## src/hdl/mfd_pkg.sv

```systemverilog
// Package for the MBAP frame decoder: beat types and status codes.
// No dependencies; used by the channel interfaces, the decoder and its checker.
package mfd_pkg;

   localparam int unsigned HeaderBytes = 8;
   localparam int unsigned MinLength   = 2;
   localparam int unsigned LengthBias  = 6;
   localparam int unsigned CountWidth  = 17;

   typedef enum logic [2:0] {
      STATUS_OK         = 3'd0,
      STATUS_SHORT      = 3'd1,
      STATUS_PROTO_ID   = 3'd2,
      STATUS_LEN_LOW    = 3'd3,
      STATUS_LEN_MISMATCH = 3'd4
   } status_type;

   typedef struct packed {
      logic [7:0] data_byte;
      logic       last_byte;
   } req_beat_type;

   typedef struct packed {
      logic        payload_valid;
      logic [7:0]  payload_byte;
      logic        frame_done;
      logic [2:0]  status;
      logic [15:0] transaction_id;
      logic [7:0]  unit_id;
      logic [7:0]  function_code;
   } rsp_beat_type;

endpackage

```

## src/hdl/mfd_req_if.sv

```systemverilog
// Byte input channel of the MBAP frame decoder: valid/ready plus one byte beat.
// Depends on mfd_pkg.
interface mfd_req_if;
   logic                  valid;
   logic                  ready;
   mfd_pkg::req_beat_type data;

   modport source  (output valid, output data, input ready);
   modport sink    (input valid, input data, output ready);
   modport monitor (input valid, input data, input ready);
endinterface

```

## src/hdl/mfd_rsp_if.sv

```systemverilog
// Result channel of the MBAP frame decoder: valid/ready plus one result beat.
// Depends on mfd_pkg.
interface mfd_rsp_if;
   logic                  valid;
   logic                  ready;
   mfd_pkg::rsp_beat_type data;

   modport source  (output valid, output data, input ready);
   modport sink    (input valid, input data, output ready);
   modport monitor (input valid, input data, input ready);
endinterface

```

## src/hdl/mbap_frame_decoder.sv

```systemverilog
// MBAP frame decoder top level: header capture, payload forwarding, status.
// Depends on mfd_pkg, mfd_req_if and mfd_rsp_if.
//
//   channel | dir | beat
//   --------+-----+-----------------------------------------------------------
//   req     | in  | data_byte, last_byte
//   rsp     | out | payload_valid/byte, frame_done, status, header fields
//
// One byte is accepted per cycle unless a held result stalls req; its result (if any) shows on rsp the next cycle.
// Header bytes that are not final give no result beat.
// The result register decouples the sides: req stays ready while a held
// result is being taken in the same cycle, and stalls only when it is not.
// Synchronous reset clears the counter, header registers and rsp valid.
module mbap_frame_decoder (
   input  logic       clock,
   input  logic       reset,
   mfd_req_if.sink    req,
   mfd_rsp_if.source  rsp
);
   import mfd_pkg::*;

   logic [CountWidth-1:0] byte_count_ff, byte_count_in;
   logic [15:0]           trans_id_ff, trans_id_in;
   logic [15:0]           proto_id_ff, proto_id_in;
   logic [15:0]           length_ff, length_in;
   logic [7:0]            unit_ff, unit_in;
   logic [7:0]            func_ff, func_in;
   logic                  rsp_valid_ff, rsp_valid_in;
   rsp_beat_type          rsp_data_ff, rsp_data_in;

   logic                  accept;
   logic                  payload;
   logic [CountWidth-1:0] total;
   status_type            status;

   assign req.ready = !rsp_valid_ff || rsp.ready;
   assign accept    = req.valid && req.ready;
   assign payload   = byte_count_ff >= CountWidth'(HeaderBytes);
   assign total     = (&byte_count_ff) ? byte_count_ff : byte_count_ff + 1'b1;

   always_comb begin
      trans_id_in = trans_id_ff;
      proto_id_in = proto_id_ff;
      length_in   = length_ff;
      unit_in     = unit_ff;
      func_in     = func_ff;
      if (!payload) begin
         unique case (byte_count_ff[2:0])
            3'd0: trans_id_in[15:8] = req.data.data_byte;
            3'd1: trans_id_in[7:0]  = req.data.data_byte;
            3'd2: proto_id_in[15:8] = req.data.data_byte;
            3'd3: proto_id_in[7:0]  = req.data.data_byte;
            3'd4: length_in[15:8]   = req.data.data_byte;
            3'd5: length_in[7:0]    = req.data.data_byte;
            3'd6: unit_in           = req.data.data_byte;
            3'd7: func_in           = req.data.data_byte;
            default: ;
         endcase
      end
   end

   always_comb begin
      priority if (total < CountWidth'(HeaderBytes)) begin
         status = STATUS_SHORT;
      end else if (proto_id_in != 16'd0) begin
         status = STATUS_PROTO_ID;
      end else if (length_in < 16'(MinLength)) begin
         status = STATUS_LEN_LOW;
      end else if (total != CountWidth'(LengthBias) + CountWidth'(length_in)) begin
         status = STATUS_LEN_MISMATCH;
      end else begin
         status = STATUS_OK;
      end
   end

   always_comb begin
      rsp_data_in                = '0;
      rsp_data_in.payload_valid  = payload;
      rsp_data_in.payload_byte   = payload ? req.data.data_byte : 8'd0;
      rsp_data_in.frame_done     = req.data.last_byte;
      if (req.data.last_byte) begin
         rsp_data_in.status         = status;
         rsp_data_in.transaction_id = trans_id_in;
         rsp_data_in.unit_id        = unit_in;
         rsp_data_in.function_code  = func_in;
      end
   end

   always_comb begin
      rsp_valid_in = rsp_valid_ff && !rsp.ready;
      if (accept && (payload || req.data.last_byte)) begin
         rsp_valid_in = 1'b1;
      end
      byte_count_in = byte_count_ff;
      if (accept) begin
         byte_count_in = req.data.last_byte ? '0 : total;
      end
   end

   always_ff @(posedge clock) begin
      if (reset) begin
         rsp_valid_ff  <= 1'b0;
         byte_count_ff <= '0;
         trans_id_ff   <= '0;
         proto_id_ff   <= '0;
         length_ff     <= '0;
         unit_ff       <= '0;
         func_ff       <= '0;
      end else begin
         rsp_valid_ff  <= rsp_valid_in;
         byte_count_ff <= byte_count_in;
         if (accept) begin
            if (req.data.last_byte) begin
               trans_id_ff <= '0;
               proto_id_ff <= '0;
               length_ff   <= '0;
               unit_ff     <= '0;
               func_ff     <= '0;
            end else begin
               trans_id_ff <= trans_id_in;
               proto_id_ff <= proto_id_in;
               length_ff   <= length_in;
               unit_ff     <= unit_in;
               func_ff     <= func_in;
            end
         end
      end
   end

   always_ff @(posedge clock) begin
      if (accept) begin
         rsp_data_ff <= rsp_data_in;
      end
   end

   assign rsp.valid = rsp_valid_ff;
   assign rsp.data  = rsp_data_ff;

endmodule

```

## src/flat_wrapper.sv

```systemverilog
// flat-port wrapper written by rule: the top's interface ports become plain ports
module mbap_frame_decoder_flat import mfd_pkg::*;
  (clock, reset, req_valid, req_data, req_ready, rsp_valid, rsp_data, rsp_ready);
  mfd_req_if req_i ();
  mfd_rsp_if rsp_i ();
  input  logic clock;
  input  logic reset;
  input wire logic [$bits(req_i.valid)-1:0] req_valid;
  input wire logic [$bits(req_i.data)-1:0] req_data;
  output wire logic [$bits(req_i.ready)-1:0] req_ready;
  output wire logic [$bits(rsp_i.valid)-1:0] rsp_valid;
  output wire logic [$bits(rsp_i.data)-1:0] rsp_data;
  input wire logic [$bits(rsp_i.ready)-1:0] rsp_ready;
  assign req_i.valid = req_valid;
  assign req_i.data = req_data;
  assign req_ready = req_i.ready;
  assign rsp_valid = rsp_i.valid;
  assign rsp_data = rsp_i.data;
  assign rsp_i.ready = rsp_ready;
  mbap_frame_decoder u_core (.clock(clock), .reset(reset), .req(req_i), .rsp(rsp_i));
endmodule
```

## config.mk

```make
export PLATFORM = sky130hd
export DESIGN_NAME = mbap_frame_decoder_flat
export DESIGN_NICKNAME = d
export VERILOG_FILES = /design/src/hdl/mfd_pkg.sv /design/src/hdl/mfd_req_if.sv /design/src/hdl/mfd_rsp_if.sv /design/src/hdl/mbap_frame_decoder.sv /design/src/flat_wrapper.sv
export SDC_FILE = /design/constraint.sdc
export NUM_CORES = 1
export LEC_CHECK = 0
export ABC_AREA = 1
export BUFFER_PORTS_ARGS = -buffer_cell sky130_fd_sc_hd__buf_4
export CAP_MARGIN = 20
export CORE_ASPECT_RATIO = 0.7
export CORE_MARGIN = 1
export CORE_UTILIZATION = 25
export CTS_CLUSTER_DIAMETER = 200
export DETAILED_ROUTE_END_ITERATION = 10
export GPL_ROUTABILITY_DRIVEN = 0
export GPL_TIMING_DRIVEN = 0
export PLACE_DENSITY_LB_ADDON = 0.08
export SLEW_MARGIN = 20
export SYNTH_ARGS = -nofsm -noshare
export SYNTH_HDL_FRONTEND = slang
export SYNTH_SLANG_ARGS = --single-unit
```

## constraint.sdc

```tcl
create_clock -name clock -period 2.7 [get_ports clock]
set_input_delay 0.54 -clock clock [delete_from_list [all_inputs] [get_ports clock]]
set_output_delay 0.54 -clock clock [all_outputs]
set_load 0.05 [all_outputs]
```

==> results_dict.tcl <==
set metrics [dict create \
    criticalPathCategory "flop to flop" \
    firstDrtPassIters 5 \
    dp_cells 1354 \
    tritoncts "built" \
    async_flop_share_pct 0 \
    num_rows 50 \
    yosys_warnings 0 \
    htree_levels 4 \
    drive_gt1_share_pct 22.6 \
    portBuffers 58 \
    die_h_um 141 \
    synthCells 932 \
    post-route-drc-count 0 \
    wirelength_um 24500 \
    detail-route-antenna-nets 0 \
    yosysUniqueCellTypes 35 \
    synth_edf_count 45 \
    max-vdd-ir-drop_mv 0.439 \
    required_ns 2.89 \
    tightest_slew_ns 0.818 \
    num_io_pins 60 \
    violations "setup timing" \
    hold_violations 0 \
    clock.fmax_ghz 0.352 \
    reg2reg_depth 23 \
    clock_path_buffers 2 \
    critPathCaptureType "flop" \
    stdcell_count 1413 \
    insertedDiodeCount 0 \
    die_area_um2 28200 \
    hpwl_um 17900 \
    root_buffer "clkbuf_16" \
    synth-main-ff-cell "dfxtp_1" \
    worstPathMaxFanout 6 \
    ys_ff_latch 127 \
    min_period_over_period_pct 105 \
    synth.top_cell.area_share_pct 23.8 \
    worst_slack_ns -0.144 \
    ys_top_cells_by_count "284 x nand2_1, 83 x a21oi_1, 82 x dfxtp_1" \
    whs_path_depth 1 \
    antenna_found_initial 2 \
    cts_sinks 127 \
    drt_iter0_drc 403 \
    num_vias 6459 \
    die-width_um 200 \
    synthesis.nets 952 \
    leakage_nw 3.61 \
    hold_path.class "input port to flop" \
    drv_cap 0 \
    rr_startpoint "u_core.byte_count_ff[1]$_SDFFE_PP0P_" \
    vias_per_cell 4.57 \
    overflow 0 \
    r2r_end "u_core.rsp.data[34]$_SDFFCE_PP0P_" \
    synthesis.area_um2 6890 \
    crit_arrival_ns 3.03 \
    grt_start_max_net_pins 17 \
    synth_area_leader_cell "dfxtp_1" \
    cts_made_buffers 17 \
    rsz0062_at_grt "yes" \
    post-route-util_pct 33.3 \
    insertion_delay_ns 0.43 \
    final_max_slew_viol_count 0 \
    first_global_vias 6000 \
    p_total_mw 5.10 \
    initial_utilization_pct 25.6 \
    setup_viol 1 \
    fin_area_um2 8970 \
    core_area_um2 26900 \
    place_area_um2 7800 \
    p_per_area_nw_per_um2 569 \
    routedWlPerCell_um 17.3 \
    yosysSeqAreaShare_pct 43.5 \
    final.min_clock_period_ns 2.84 \
    fin_skew_ns 0.00849 \
    r2r_slack_ns -0.14 \
    fin_nets 1056 \
    cts_hold_buf 0 \
    ys_top_cells_by_area "dfxtp_1 24%, edfxtp_1 20%, nand2_1 15%, a21oi_1 6.0%, nor2_1 4.4%" \
    holdPathEnd "u_core.rsp.data[35]$_DFFE_PP_" \
    min_from "req_data[0]" \
    grtUsageTotal_pct 17.7 \
    synth_area_per_cell_um2 7.39 \
    finalSetupTns_ns -0.144 \
    grt_pass1_wl_um 37300 \
    cts.reportedPaths.clkPinSlew_ns 0.06 \
    area_growth_pct 30.3 \
    relSlewSlack_pct 45.5 \
    status "complete, but fails checks" \
    yosysMostFrequentCell "nand2_1" \
    start_kind "flop" \
]
## cells by family after synthesis
logic type	synth area share (%)
muxes	3.49
xor gates and xnor gates	2.16
and+or+nand+nor	34.0
buffers and inverters	6.27
adders and majority gates	1.27
DFF	43.5
AOI/OAI and AO/OA	9.34
## where the power goes
group | switching (mW) | leakage [nW] | internal (mW)
clock | 0.920 | 0.317 | 1.68
sequential | 0.0166 | 1.13 | 2.02
combinational | 0.351 | 2.16 | 0.110
total | 1.29 | 3.61 | 3.81
## stage by stage
stage / hold slack (ns) / worst slack [ns]
4_1_cts: 0.337 / -0.167
5_1_grt: 0.341 / -0.322
6_report: 0.351 / -0.144
3_3_place_gp: 0.449 / -0.849
3_5_place_dp: 0.454 / -0.851
2_1_floorplan: 0.442 / 0.0233
## cell type report
type / instances / area (µm²)
Buffer: 42 / 219
Sequential cell: 127 / 3030
Tap cell: 364 / 455
Clock inverter: 11 / 185
Fill cell: 2973 / 17900
Clock buffer: 21 / 460
Timing Repair inverter: 3 / 22.5
Timing Repair Buffer: 82 / 628
Inverter: 66 / 258
Multi-Input combinational cell: 697 / 3710
## flip-flops by register name, summed over array words and instances (netlist names)
| signal | flops |
|---|---|
| u_core.length_ff | 16 |
| u_core.trans_id_ff | 16 |
| u_core.proto_id_ff | 16 |
| u_core.byte_count_ff | 17 |
| u_core.rsp.valid | 1 |
| u_core.rsp.data | 45 |
| u_core.unit_ff | 8 |
| u_core.func_ff | 8 |
## how the worst max path moves through the flow
stage / to / start / slack [ns] / cells past startpoint
2_1_floorplan: u_core.rsp.data[34]$_SDFFCE_PP0P_ / u_core.byte_count_ff[1]$_SDFFE_PP0P_ / 0.02 / 22
4_1_cts: u_core.rsp.data[34]$_SDFFCE_PP0P_ / u_core.byte_count_ff[1]$_SDFFE_PP0P_ / -0.17 / 23
6_report: u_core.rsp.data[34]$_SDFFCE_PP0P_ / u_core.byte_count_ff[1]$_SDFFE_PP0P_ / -0.14 / 23
3_3_place_gp: u_core.rsp.data[27]$_SDFFCE_PN0P_ / rsp_ready / -0.85 / 7
3_5_place_dp: u_core.rsp.data[27]$_SDFFCE_PN0P_ / rsp_ready / -0.85 / 7
5_1_grt: u_core.rsp.data[34]$_SDFFCE_PP0P_ / u_core.byte_count_ff[1]$_SDFFE_PP0P_ / -0.32 / 23
## worst max-delay path, cell delays in order, from the launching register on
cell,delay [ns]
dfxtp_4,0.36
inv_4,0.05
ha_4,0.17
nand2_4,0.09
buf_6,0.12
nand2_2,0.04
nand2_1,0.05
nand3b_1,0.17
nand2_4,0.09
ha_4,0.17
inv_2,0.06
nand3_4,0.08
nor2_4,0.19
nand2_4,0.10
nor2_4,0.16
nand2_2,0.07
nand2_1,0.07
nand2_1,0.04
nand2_1,0.06
nand2_1,0.08
nor2_4,0.14
nand3_1,0.07
nor2_1,0.09
nor2_1,0.07
## cell usage in the layout, fill, tap and decap left out, types with 5 or more instances in the layout
cell,Yosys,routed
dfxtp_2,0,8
mux2i_1,24,22
nand3_1,51,49
o21ai_1,9,8
nor2_4,5,14
nor2_1,80,67
dfxtp_1,82,67
nand2_4,1,7
clkbuf_1,29,29
nand2_1,284,263
nor3_1,8,6
clkinvlp_4,0,5
bufinv_16,0,5
or2_2,13,13
inv_1,64,60
o21ai_0,35,35
nand4_1,10,10
dfxtp_4,0,7
nor2_2,9,13
or2_1,35,35
buf_4,2,86
edfxtp_1,45,45
a21oi_1,83,83
clkbuf_16,0,17
nand2_2,11,26
xor2_1,14,14
## routing by layer
layer	GRT usage (%)	share of wire [%]	wire, µm
met2	22.0	37	8940
met5	0	0	0
met3	3.81	6.0	1470
met1	29.3	57	13900
met4	4.14	0.77	188
## timing repair
item                       in CTS  in global routing
resized for setup              65                 37
buffers inserted               18                  6
hold endpoints to repair        0                  0
setup endpoints to repair      48                  3
cloned                          3                  0
pin swaps                      19                 21
No activity file was read; power rests on OpenSTA's default activity.
